### src/rtl/rlsg_rem.sv
// Bit-serial remainder unit: 32-bit dividend modulo an 11-bit nonzero divisor.
// One quotient bit per cycle; no package dependency.
module rlsg_rem (
	input  logic        clk,
	input  logic        arst_n,
	input  logic        start,
	input  logic [31:0] dividend,
	input  logic [10:0] divisor,
	output logic        done,
	output logic [10:0] rem
);
	logic [31:0] dvd_q;
	logic [10:0] div_q;
	logic [10:0] rem_q;
	logic [5:0]  cnt_q;
	logic        busy_q;
	logic        done_q;
	logic [11:0] trial;

	assign trial = {rem_q, dvd_q[31]};

	always_ff @(posedge clk or negedge arst_n) begin
		if (!arst_n) begin
			busy_q <= 1'b0;
			done_q <= 1'b0;
			cnt_q  <= '0;
		end else begin
			done_q <= 1'b0;
			if (start) begin
				busy_q <= 1'b1;
				cnt_q  <= 6'd32;
			end else if (busy_q) begin
				cnt_q <= cnt_q - 6'd1;
				if (cnt_q == 6'd1) begin
					busy_q <= 1'b0;
					done_q <= 1'b1;
				end
			end
		end
	end

	always_ff @(posedge clk) begin
		if (start) begin
			dvd_q <= dividend;
			div_q <= divisor;
			rem_q <= '0;
		end else if (busy_q) begin
			dvd_q <= {dvd_q[30:0], 1'b0};
			if (trial >= {1'b0, div_q}) rem_q <= 11'(trial - {1'b0, div_q});
			else rem_q <= trial[10:0];
		end
	end

	assign done = done_q;
	assign rem  = rem_q;
endmodule

### config.mk
export PLATFORM = sky130hd
export DESIGN_NAME = rlsg_rem
export DESIGN_NICKNAME = d
export VERILOG_FILES = /design/src/rtl/rlsg_rem.sv
export SDC_FILE = /design/constraint.sdc
export NUM_CORES = 1
export LEC_CHECK = 0
export BUFFER_PORTS_ARGS = -buffer_cell sky130_fd_sc_hd__buf_4
export CAP_MARGIN = 25
export CORE_MARGIN = 10
export CORE_UTILIZATION = 45
export DETAILED_ROUTE_END_ITERATION = 6
export GPL_TIMING_DRIVEN = 0
export PLACE_DENSITY_LB_ADDON = 0.12
export SETUP_SLACK_MARGIN = 0.3
export SLEW_MARGIN = 20
export SYNTH_ARGS = -nofsm -noshare
export SYNTH_HDL_FRONTEND = slang
export SYNTH_SLANG_ARGS = --single-unit
### constraint.sdc
create_clock -name clk -period 2.42 [get_ports clk]
set_input_delay 0.484 -clock clk [delete_from_list [all_inputs] [get_ports clk]]
set_output_delay 0.484 -clock clk [all_outputs]
set_load 0.1 [all_outputs]
* Word-level counts from Yosys, hierarchy flattened
Cells that the tools add are included.
** Operators by class
- Magnitude comparators :: 1
- $mul :: 0
- Shifts and indexed selects :: 0
- Equality and inequality tests :: 1
- Reductions and logical operators :: 1
- Bitwise operators :: 0
- Multiplexer cells :: 11
- Divide/modulo/power cells :: 0
- Add/subtract/negate cells :: 2
** Operator list (count)
- two-way mux 32 bit :: 2
- greater-or-equal comparator 12 x 11 -> 1 bit :: 1
- two-way mux 6 bit :: 2
- two-way mux 11 bit :: 1
- subtractor 11 bit :: 1
- equality test 6 x 1 -> 1 bit (second input constant) :: 1
- two-way mux 1 bit :: 6
- subtractor 6 x 1 -> 6 bit (second input constant) :: 1
- nonzero test 2 bit :: 1
** Storage, ports and cells
- Logic and storage cells :: 22
- Output and inout bits :: 12
- Bits in latches :: 0
- ROM bits :: 0
- Memories :: 0
- Memory bits (writable) :: 0
- Input bits :: 46
- Bits in registers :: 62

* Longest topological paths before layout
Gate-level depths: netlist of run 1.
- Word-level depth :: 4
- Gate-level depth with buffers :: 10
- Depth with buffers taken out :: 9

* Worst setup path before layout of run 1
No wires, ideal clock.
- Kind :: flip-flop to flip-flop
- From :: reg rem_q[0], in the netlist rem[0]
- To :: reg rem_q[4], in the netlist rem[4]
- Data required time :: 2.329 ns
- Period minus slack after synthesis :: 2.869 ns
- Library setup time :: 0.091 ns
- Arrival time :: 2.778 ns
- Slack :: -0.449 ns
- Path buffers :: 0
- Stages on the path, launching flop included :: 9
- Path through :: dfxtp_1 > inv_1 > fa_1 > nand2b_1 > a21oi_1 > o211a_1 > o2111ai_2 > a211o_1 > a311oi_1
** Between the ends
- Word-level cells in the longest chain between the ends :: 2
- Elaborated cells on any way between the ends :: 3
- Classes of those cells :: add/sub (1); order compare (1); mux (1)
** Ends and longest elaborated chain
- from (decl) :: RTL line 14 : logic [10:0] rem_q;
- from (signal assigned) :: RTL line 49 : if (trial >= {1'b0, div_q}) rem_q <= 11'(trial - {1'b0, div_q});
- from (signal assigned) :: RTL line 50 : else rem_q <= trial[10:0];
- subtractor 11 bit / greater-or-equal comparator 12 x 11 -> 1 bit (equally long branches) :: RTL line 49
- two-way mux 11 bit (*) :: RTL line 49
Every way passes the cells marked *; elsewhere a longest branch is shown, timed or not.
A chain may end at the register's enable or synchronous reset.

* Final worst setup path of run 1
- From :: reg div_q[0]
- To :: reg rem_q[4], in the netlist rem[4]
** Between the ends
- Word-level cells in the longest chain between the ends :: 2
- Elaborated cells on any way between the ends :: 3
- Classes of those cells :: add/sub (1); order compare (1); mux (1)
** Ends and longest elaborated chain
- from (decl) :: RTL line 13 : logic [10:0] div_q;
- from (signal assigned) :: RTL line 45 : div_q <= divisor;
- subtractor 11 bit / greater-or-equal comparator 12 x 11 -> 1 bit (equally long branches) :: RTL line 49
- two-way mux 11 bit (*) :: RTL line 49
Marked as above.

==> results.md, run 1 <==
- Ys async rst share: between 10% and 20%
- Setup TNS: 0 ns
- Clk buf depth: 2
- Worst-path fanout max: 5
- Overflow after GRT: 0
- Status: completed
- Total power: 4.104 mW
- Crit path kind: flop to flop
- Fin nets: 397
- Reg2Reg Launch Point: div_q[0]
- Non-Filler Cell Area, Final: approximately 4000 um^2
- Post-Synthesis Cells: 266
- Final period utilization: around 94%
- Fillers: approximately 580
- Slew margin rel.: about half
- Yosys warning count: 0
- Worst Setup Start Kind: flop
- Crit path DAT: between 2 and 3 ns
- Worst-margin pin slew: about 0.78 ns
- CTS clk-pin slew, worst paths: approximately 0.070 ns
- Distinct cells, synth: 53
- Vias: 2330
- WHS: between 0.3 and 0.4 ns
- Via density: 5.320
- Die Height: a little over 100 um
- M3 GR Usage: 5.452%
- RSZ-0062 raised after global routing: true
- Synthesis-to-finish area growth: 29.01%
- Pwr Density: around 1000 nW/um^2
- I/O Buffers: 57
- Root buffer cell: clkbuf_8
- DRT iter0 DRCs: 95
- Synthesized flop and latch total: 62
- Antenna violations before repair: 0
- Cell Area, Synth: roughly 3200 um^2
- Seq/Total Area, Yosys: 53.92%
- Detailed Place HPWL: around 5.0 mm
- Crit path required time: around 2.7 ns
- Routed len/inst: about 16 um
- Antenna cells: 0
- Area of the die: roughly 11000 um^2
- Number of global-route vias before repair: around 2.3k
- Mean area per synthesized cell: 11.93 um^2
- Met1 usage: between 15 and 20%
- Final Max Slew Viols: 0
- Die X: 104.0 um
- Cell count after placement: ~420
- Total routed wirelength: approximately 7.0 mm
- Max IR drop VDD: 0.0004378 V
- RR Endpoint: rem[4]
- # setup viols final: 0
- Synth Flop Type: edfxtp_1
- GR peak layer: met2
- Min cycle time layout: roughly 2.3 ns
- GRT Util Overall: between 10 and 15%
- Leakage: between 1.5 and 2 nW
- Hold Startpoint: divisor[4]
- Core ar.: around 6800 um^2
- F_max: approximately 440 MHz
- Final cell count without fillers: around 440
- Worst hold path class: primary input to flop
- Clock Latency Late Sink: 0.34 ns
- Post-synth EDFFs: 43
- Layout cells sized above 1: a little over 40%
- Met2 GRT Util: 18.15%
- Final ANT Viol Nets: 0
- Cell depth of the worst hold path: 1
- R2r setup slk: between 0.1 and 0.15 ns
- CP endpoint kind: flop
- Total CTS buffers: 9
- H-tree levels: 3
- TritonCTS clock tree: yes
- Drt drc: 0
- Row cnt: 30
- Worst Reg-to-Reg Cells: 8
- Initial Utilization: 46.47%
- Placed cell areas: between 3000 and 4000 um^2
- Final hold violations: 0
- # Max-Cap Violations: 0
- First-pass GRT wire length: about 11 mm
- Min-Delay Endpoint: div_q[4]
- RD Place Congestion: a little over 0.8
- First-pass detailed-route iteration total: 4
- Largest net degree at the start of global routing: 34
- Fin Clk Skew: between 0.007 and 0.008 ns
- Clock sink count: just over 60
- Num ports: slightly below 60
- Net Count, Synth: ~330
==> report_power, final <==
group	leakage (nW)	internal, mW	switching [mW]	total [mW]
registers	0.641	1.36	0.143	1.51
logic	0.924	0.619	1.01	1.63
clock network	0.106	0.559	0.410	0.969
==> cells by family (layout without fill, tap and decap cells) <==
family / after synthesis / count (layout) / share of synthesized area (%)
compound gates: 56 / 56 / 13.05
mux: 32 / 32 / 11.31
xor+xnor: 9 / 9 / 2.483
simple gates: 61 / 61 / 9.421
buf+inv: 32 / 108 / 4.060
flops: 62 / 62 / 53.92
fa+ha+maj: 14 / 14 / 5.755
==> metrics by stage <==
step	worst slack (ns)	utilization, %
4_1_cts	0.1354	59.41
3_3_place_gp	0.04436	55.75
6_report	0.1470	59.95
5_1_grt	0.04318	59.95
2_1_floorplan	0.2388	-
3_5_place_dp	0.03755	55.75
==> routing by layer <==
metal  vias to the layer above  part of all wire (%)
met5                         -                     0
met4                         0                   1.6
met3                        11                   7.3
met2                        60                    44
met1                      1127                    47
li1                       1132                     -
==> how the worst max path moves through the flow <==
stage	startpoint	end	slack [ns]	depth (start not counted)
floorplan	rem[0]	rem[4]	0.24	8
global placement	dvd_q[31]	rem[4]	0.04	9
detailed placement	dvd_q[31]	rem[4]	0.04	9
CTS	div_q[0]	rem[4]	0.14	8
global route	dvd_q[31]	rem[4]	0.04	9
finish	div_q[0]	rem[4]	0.15	8
==> worst max-delay path, stage by stage (launching register included) <==
cell and delay [ns]:
edfxtp_1 0.37, ha_2 0.21, fa_2 0.35, nand2b_4 0.17, a21oi_4 0.13, o211a_4 0.19
o2111ai_4 0.18, a211o_1 0.33, a311oi_1 0.24
==> Yosys cell counts, drive strengths merged (11+ instances only) <==
cell type  number  area (um^2)
mux2           31        349.1
inv            20        75.07
a21oi          12        60.06
dfxtp          11        220.2
nor2           25        96.35
o21ai          11        55.05
ha             13        162.7
edfxtp         43         1291
==> layout by cell type, fill, tap and decap left out, drive strengths merged, types with 11 or more instances in the layout <==
cell type	n
nor2	25
ha	13
clkbuf	17
buf	67
a21oi	12
dfxtp	11
edfxtp	43
inv	20
mux2	31
o21ai	11
==> flip-flops by register name, summed over array words and instances, names as in the netlist <==
| signal | flops |
|---|---|
| done | 1 |
| dvd_q | 32 |
| div_q | 11 |
| busy_q | 1 |
| cnt_q | 6 |
| rem | 11 |
==> cell type report <==
cell class	count	area (um^2)	area share [%]
inverter	20	75.07	1.833
buffer	12	60.06	1.467
timing repair buffer	60	452.9	11.06
clock buffer	13	168.9	4.125
sequential	62	1742	42.53
multi-input combinational	172	1434	35.01
tap	96	120.1	2.933
clock inverter	3	42.54	1.039
==> repair_timing <==
| item | in CTS | in global routing |
|---|---|---|
| hold buffers | 1 | 0 |
| pin swaps | 17 | 7 |
| hold endpoints to repair | 8 | 0 |
| setup buffers | 1 | 1 |
| resized for setup | 8 | 5 |
| setup endpoints to repair | 11 | 11 |
Note: power is estimated with default switching activity, not from simulation.
==> inputs of run 2 (changes only) <==
- ABC_AREA: unset -> 1
- CTS_BUF_LIST: unset -> sky130_fd_sc_hd__clkbuf_16
==> results.md, run 2 <==
- Post-synth EDFFs: 43 (unchanged)
- Antenna cells: 0 (unchanged)
- Synth top area share: 39.00% (-1.7 points)
- Cell depth of the worst hold path: 1 (unchanged)
- Register share of total power: 30.1% (-6.6 points)
- Fillers: 701 (+20%)
- Final period utilization: 79.54% (-14 points)
- Routed len/inst: 12.75 um (-20%)
- Worst Reg-to-Reg Cells: 12 (+4)
- Setup TNS: 0 ns (unchanged)
- # setup viols final: 0 (unchanged)
- Crit path DAT: 2.13 ns (-0.39 ns)
- RD Place Congestion: 0.9112 (+10%)
- Slew margin rel.: 64.92% (+17 points)
- RSZ-0062 raised after global routing: false
- Seq/Total Area, Yosys: 51.70% (-2.2 points)
- Detailed Place HPWL: 5.442 mm (+9.1%)
- CP endpoint kind: flop
- Reg2Reg Launch Point: dvd_q[31]
- Synthesis-to-finish area growth: 26.83%
- Total area of sequential cells: 1724 um^2 (-1.0%)
- Synthesized-area fraction occupied by adder cells: 5.518% (-0.24 points)
- Pwr Density: 1156 nW/um^2 (+15%)
- Row cnt: 31 (+3.3%)
- Min-Delay Endpoint: div_q[3]
- Internal power: 2.817 mW (+11%)
- Worst-margin pin slew: 0.5243 ns (-0.2508 ns)
- Clk buf depth: 2 (unchanged)
- Register name with the most flops: dvd_q
- Hold Startpoint: divisor[3]
- Most common cell in the netlist: nand2_1
- Worst hold path class: primary input to flop
- Number of global-route vias before repair: 2880 (+24%)
- # Max-Cap Violations: 0 (unchanged)
- First-pass detailed-route iteration total: 4 (unchanged)
- Core ar.: 7214 um^2 (+5.6%)
- Fin Clk Skew: 0.008167 ns (+0.0004710 ns)
- Synthesized flop and latch total: 62 (unchanged)
- Footprint of the multi-input gates: 1299 um^2 (-9.4%)
- F_max: 519.5 MHz (+18%)
- Crit path kind: flop to flop
- Worst Setup Start Kind: flop
- CTS clk-pin slew, worst paths: 0.06 ns (about the same)
- Net Count, Synth: 463 (+42%)
- Total power: 4.855 mW (+18%)
- Final cell count without fillers: 577 (+32%)
- Cell Area, Synth: 3311 um^2 (+4.3%)
- Worst-path fanout max: 10 (+5)
- Mean area per synthesized cell: 8.215 um^2 (-31%)
- Clock power frac: 25.6% (+2.0 points)
- Drt drc: 0 (unchanged)
- RR Endpoint: rem[8]
- Vias: 2728 (+17%)
- Yosys warning count: 0 (unchanged)
- Final Max Slew Viols: 0 (unchanged)
- Status: completed
- Most common cell after layout, fill and taps aside: nand2_1
- Die Height: 105.8 um (+1.7%)
- Non-Filler Cell Area, Final: 4199 um^2 (+2.5%)
- Clock Latency Late Sink: 0.32 ns (-0.02 ns)
- Num ports: 58 (unchanged)
- Distinct cells, synth: 32 (-40%)
- Synth area leaders: edfxtp_1, nand2_1, inv_1, dfxtp_1, dfrtp_1
- Antenna violations before repair: 0 (unchanged)
- TritonCTS clock tree: yes
- Sw Share: 41.98% (+3.9 points)
- DRT iter0 DRCs: 111 (+17%)
- Ys async rst share: 12.90% (unchanged)
- Die X: 105.8 um (+1.7%)
- Comb power frac: 44.3% (+4.6 points)
- Psw: 2.038 mW (+30%)
- Simple-gate area share of the yosys netlist: 29.67% (+20 points)
- Largest family of logic cells by synthesized area: simple AND/OR/NAND/NOR gates
- H-tree levels: 3 (unchanged)
- Via density: 4.728 (-11%)
- Most frequent cells in the layout: nand2_1, inv_1, buf_4
- Area of the die: 11190 um^2 (+3.5%)
- Leakage: 2.172 nW (+30%)
- Initial Utilization: 45.89% (-0.58 points)
- Layout cells sized above 1: 21.55% (-20 points)
- Placed cell areas: 3895 um^2 (+2.3%)
- Post-Synthesis Cells: 403 (+52%)
- Crit path required time: 2.63 ns (-0.04 ns)
- Cell count after placement: 560 (+34%)
- Total routed wirelength: 7.358 mm (+5.4%)
- Final ANT Viol Nets: 0 (unchanged)
- GRT Util Overall: 13.80% (+0.89 points)
- Synth Flop Type: edfxtp_1
- Overflow after GRT: 0 (unchanged)
- Xor/xnor share of the synthesized area: 0.7937% (-1.7 points)
- Fin nets: 533 (+34%)
- Yosys top cell by area: edfxtp_1
- Max IR drop VDD: 0.0004028 V (-8.0%)
- First-pass GRT wire length: 12.68 mm (+10%)
- Root buffer cell: clkbuf_16
- Synth Area in Compound Gates: 3.175% (-9.9 points)
- R2r setup slk: 0.50 ns (+0.35 ns)
- Final hold violations: 0 (unchanged)
- Total CTS buffers: 9 (unchanged)
- Largest net degree at the start of global routing: 35 (+2.9%)
- Max FFs per register: 32 (unchanged)
- Mux share of post-synthesis cell area: 0% (-11 points)
- Top cells by count, synth: nand2_1, inv_1, edfxtp_1, nand3_1, ha_1
- I/O Buffers: 57 (unchanged)
- Min cycle time layout: 1.925 ns (-0.3480 ns)
- Clock sink count: 62 (unchanged)
[run 2: worst max-delay path by stage]
stage,depth (start not counted),end,startpoint
5_1_grt,12,rem[7],dvd_q[31]
2_1_floorplan,11,rem[3],rem[0]
6_report,12,rem[8],dvd_q[31]
3_3_place_gp,4,dvd_q[23],start
4_1_cts,12,rem[8],dvd_q[31]
3_5_place_dp,6,cnt_q[0],start
[run 2: critical path: stages, from the launching register on]
cell and delay, ns:
edfxtp_1 0.32, inv_1 0.07, ha_1 0.24, fa_2 0.37, inv_1 0.09, nand3_1 0.09, nand3_1 0.11, nand2_2 0.08
nand3_2 0.09, buf_6 0.16, nand3_1 0.08, nand3_1 0.07, nand2_1 0.05
[run 2: metrics by stage]
| stage | utilization (%) | setup WS (ns) | hold slack, ns |
|---|---|---|---|
| final | 58.20 | 0.4951 | 0.3332 |
| after global routing | 58.20 | 0.3314 | 0.3214 |
| after CTS | 58.17 | 0.4125 | 0.3235 |
| after detailed placement | 53.99 | 0.3584 | 0.3085 |
| after global placement | 53.71 | -0.2787 | 0.3074 |
| after floorplan | - | 0.3088 | 0.1884 |
[run 2: cell type report]
cell class	count	share of cell area (%)
multi-input combinational	267	30.93
tap	99	2.950
sequential	62	41.06
buffer	12	1.669
clock inverter	7	1.579
inverter	62	5.542
timing repair buffer	59	10.91
clock buffer	9	5.364
[run 2: timing repair]
| action | 4_1_cts | 5_1_grt |
|---|---|---|
| hold buffers | 1 | 0 |
| hold endpoints to repair | 8 | 0 |
| setup buffers | 0 | 0 |
| resized for setup | 0 | 1 |
| endpoints found under the setup margin | 0 | 3 |
[run 2: per-layer routing]
| layer | routed length (um) | global-route usage [%] | vias up |
|---|---|---|---|
| li1 | - | - | 1425 |
| met4 | 93 | 4.642 | 0 |
| met1 | 3269 | 15.41 | 1249 |
| met5 | 0 | 0 | - |
| met3 | 449 | 5.298 | 7 |
| met2 | 3545 | 23.59 | 47 |
[run 2: power groups by stage]
stage / combinational [mW] / clock (mW) / sequential (mW)
3_3_place_gp: 2.13 / 0 / 1.48
6_report: 2.15 / 1.24 / 1.46
2_1_floorplan: 1.11 / 0 / 2.05
4_1_cts: 2.16 / 1.27 / 1.46
3_5_place_dp: 2.15 / 0 / 1.48
5_1_grt: 2.39 / 1.31 / 1.49
[run 2: kinds of logic after synthesis]
| logic type | after synthesis |
|---|---|
| simple gates | 230 |
| buf+inv | 74 |
| flops | 62 |
| compound gates | 20 |
| fa+ha+maj | 14 |
| xor+xnor | 3 |
==> inputs of run 3 (changes only) <==
- clock period: 2.42 -> 1.9 ns (I/O delays scaled with it)
==> results.md, run 3 (synthesis gave the netlist of run 2 again) <==
- Worst path cell trace: ha_4 > fa_2 > inv_2 > nand3_4 > nand3_2 > nand2_4 > nand3_4 > buf_6 > nand3_1 > nand3_1 > nand2_1
- Status: completed
- Clock sink count: 62 (unchanged)
- Worst-path fanout max: 5 (-5)
- Vias: 2784 (+2.1%)
- Fin nets: 541 (+1.5%)
- RSZ-0062 raised after global routing: true
- Worst Reg-to-Reg Cells: 11 (-1)
- Crit path kind: flop to flop
- TritonCTS clock tree: yes
- Max FFs per register: 32 (unchanged)
- Max IR drop VDD: 0.0007211 V (+79%)
- Overflow after GRT: 0 (unchanged)
- Final Max Slew Viols: 0 (unchanged)
- Row cnt: 31 (unchanged)
- # setup viols final: 0 (unchanged)
- Final hold violations: 0 (unchanged)
- Num ports: 58 (unchanged)
- Max incr delay on CP: 0.41 ns (+0.04 ns)
- Fin Clk Skew: 0.005556 ns (-0.002611 ns)
- Die X: 105.8 um (unchanged)
- Worst Setup Start Kind: flop
- F_max: 545.3 MHz (+5.0%)
- Routed len/inst: 13.27 um (+4.1%)
- Drt drc: 0 (unchanged)
- Core ar.: 7214 um^2 (unchanged)
- Worst hold path class: primary input to flop
- Placed cell areas: 4044 um^2 (+3.8%)
- Total routed wirelength: 7.763 mm (+5.5%)
- Area of the die: 11190 um^2 (unchanged)
- Initial Utilization: 45.89% (unchanged)
- Min-Delay Endpoint: div_q[10]
- First-pass detailed-route iteration total: 4 (unchanged)
- H-tree levels: 3 (unchanged)
- First-pass GRT wire length: 13.10 mm (+3.3%)
- Die Height: 105.8 um (unchanged)
- Min cycle time layout: 1.834 ns (-0.09097 ns)
- # Max-Cap Violations: 0 (unchanged)
- Pwr Density: 1528 nW/um^2 (+32%)
- Root buffer cell: clkbuf_16
- Non-Filler Cell Area, Final: 4514 um^2 (+7.5%)
- Largest net degree at the start of global routing: 21 (-40%)
- Crit path DAT: 2.05 ns (-0.08 ns)
- Cell depth of the worst hold path: 1 (unchanged)
- Layout cells sized above 1: 27.37% (+5.8 points)
- Antenna violations before repair: 0 (unchanged)
- Leakage: 2.249 nW (+3.5%)
- R2r setup slk: 0.07 ns (-0.43 ns)
- CP endpoint kind: flop
- DRT iter0 DRCs: 101 (-9.0%)
- Clk buf depth: 2 (unchanged)
- Clock Latency Late Sink: 0.32 ns (about the same)
- I/O Buffers: 57 (unchanged)
- Register name with the most flops: dvd_q
- Slew margin rel.: 70.33% (+5.4 points)
- Total power: 6.896 mW (+42%)
- Antenna cells: 0 (unchanged)
- RD Place Congestion: 0.9048 (-0.70%)
- RR Endpoint: rem[8]
- Final Util: 62.57% (+4.4 points)
- Total CTS buffers: 9 (unchanged)
- GRT Util Overall: 14.36% (+0.56 points)
- Synthesis-to-finish area growth: 36.36%
- Worst path slowest cell: edfxtp_1
- Reg2Reg Launch Point: div_q[0]
- Crit path required time: 2.11 ns (-0.52 ns)
- Via density: 4.759 (+0.66%)
- Hold Startpoint: divisor[10]
- Number of global-route vias before repair: 2978 (+3.4%)
- Most common cell after layout, fill and taps aside: nand2_1
- Detailed Place HPWL: 5.465 mm (+0.41%)
- Worst-margin pin slew: 0.4442 ns (-0.08010 ns)
- CTS clk-pin slew, worst paths: 0.05 ns (about the same)
- Final ANT Viol Nets: 0 (unchanged)
- Final period utilization: 96.52% (+17 points)
- Most frequent cells in the layout: nand2_1, buf_4, inv_1
## run 3: critical path: cells and delay by family, from the launching register on
family | cells | cell delay (ns)
and+or+nand+nor | 7 | 0.51
buffers and inverters | 2 | 0.22
adders and majority gates | 2 | 0.59
DFF | 1 | 0.41
## run 3: metrics by stage
step / instances / setup TNS (ns) / worst slack (ns) / hold WS (ns)
6_report: 585 / 0 / 0.06605 / 0.2331
3_5_place_dp: 559 / -12.47 / -0.3854 / 0.2042
4_1_cts: 582 / 0 / 0.1497 / 0.2223
2_1_floorplan: 403 / 0 / 0.2179 / 0.08441
3_3_place_gp: 559 / -11.81 / -0.3131 / 0.2011
5_1_grt: 585 / -0.06025 / -0.01966 / 0.2221
## run 3: routing by layer
metal	wire, um	up-vias	GRT usage, %
met3	491	17	4.750
met1	3285	1256	15.54
met5	0	-	0
met2	3828	71	24.69
met4	159	0	7.060
li1	-	1440	-
## run 3: worst max path at each step
stage               from       end  slack, ns  cells past startpoint
2_1_floorplan     rem[0]    rem[3]       0.22                     11
3_3_place_gp       start  dvd_q[0]      -0.31                      4
3_5_place_dp       start    rem[0]      -0.39                      5
4_1_cts        dvd_q[31]    rem[1]       0.15                     12
5_1_grt         div_q[0]    rem[7]      -0.02                     11
6_report        div_q[0]    rem[8]       0.07                     11
## run 3: timing repair
item,4_1_cts,5_1_grt
gates cloned,2,0
pin swaps,2,3
buffers inserted,4,3
hold buffers,1,0
setup endpoints to repair,45,45
endpoints found under the hold margin,8,0
resized for setup,4,10
## run 3: power by group
group / internal (mW) / switching (mW)
clock: 1.27 / 0.586
sequential: 1.75 / 0.192
combinational: 1.10 / 1.99
## run 3: layout make-up
class / instances / area, um^2
timing repair inverter: 1 / 7.507
tap: 99 / 123.9
fill: 654 / 2700
buffer: 12 / 83.83
clock inverter: 7 / 112.6
timing repair buffer: 66 / 501.7
sequential: 62 / 1750
clock buffer: 9 / 225.2
multi-input combinational: 267 / 1470
inverter: 62 / 239.0
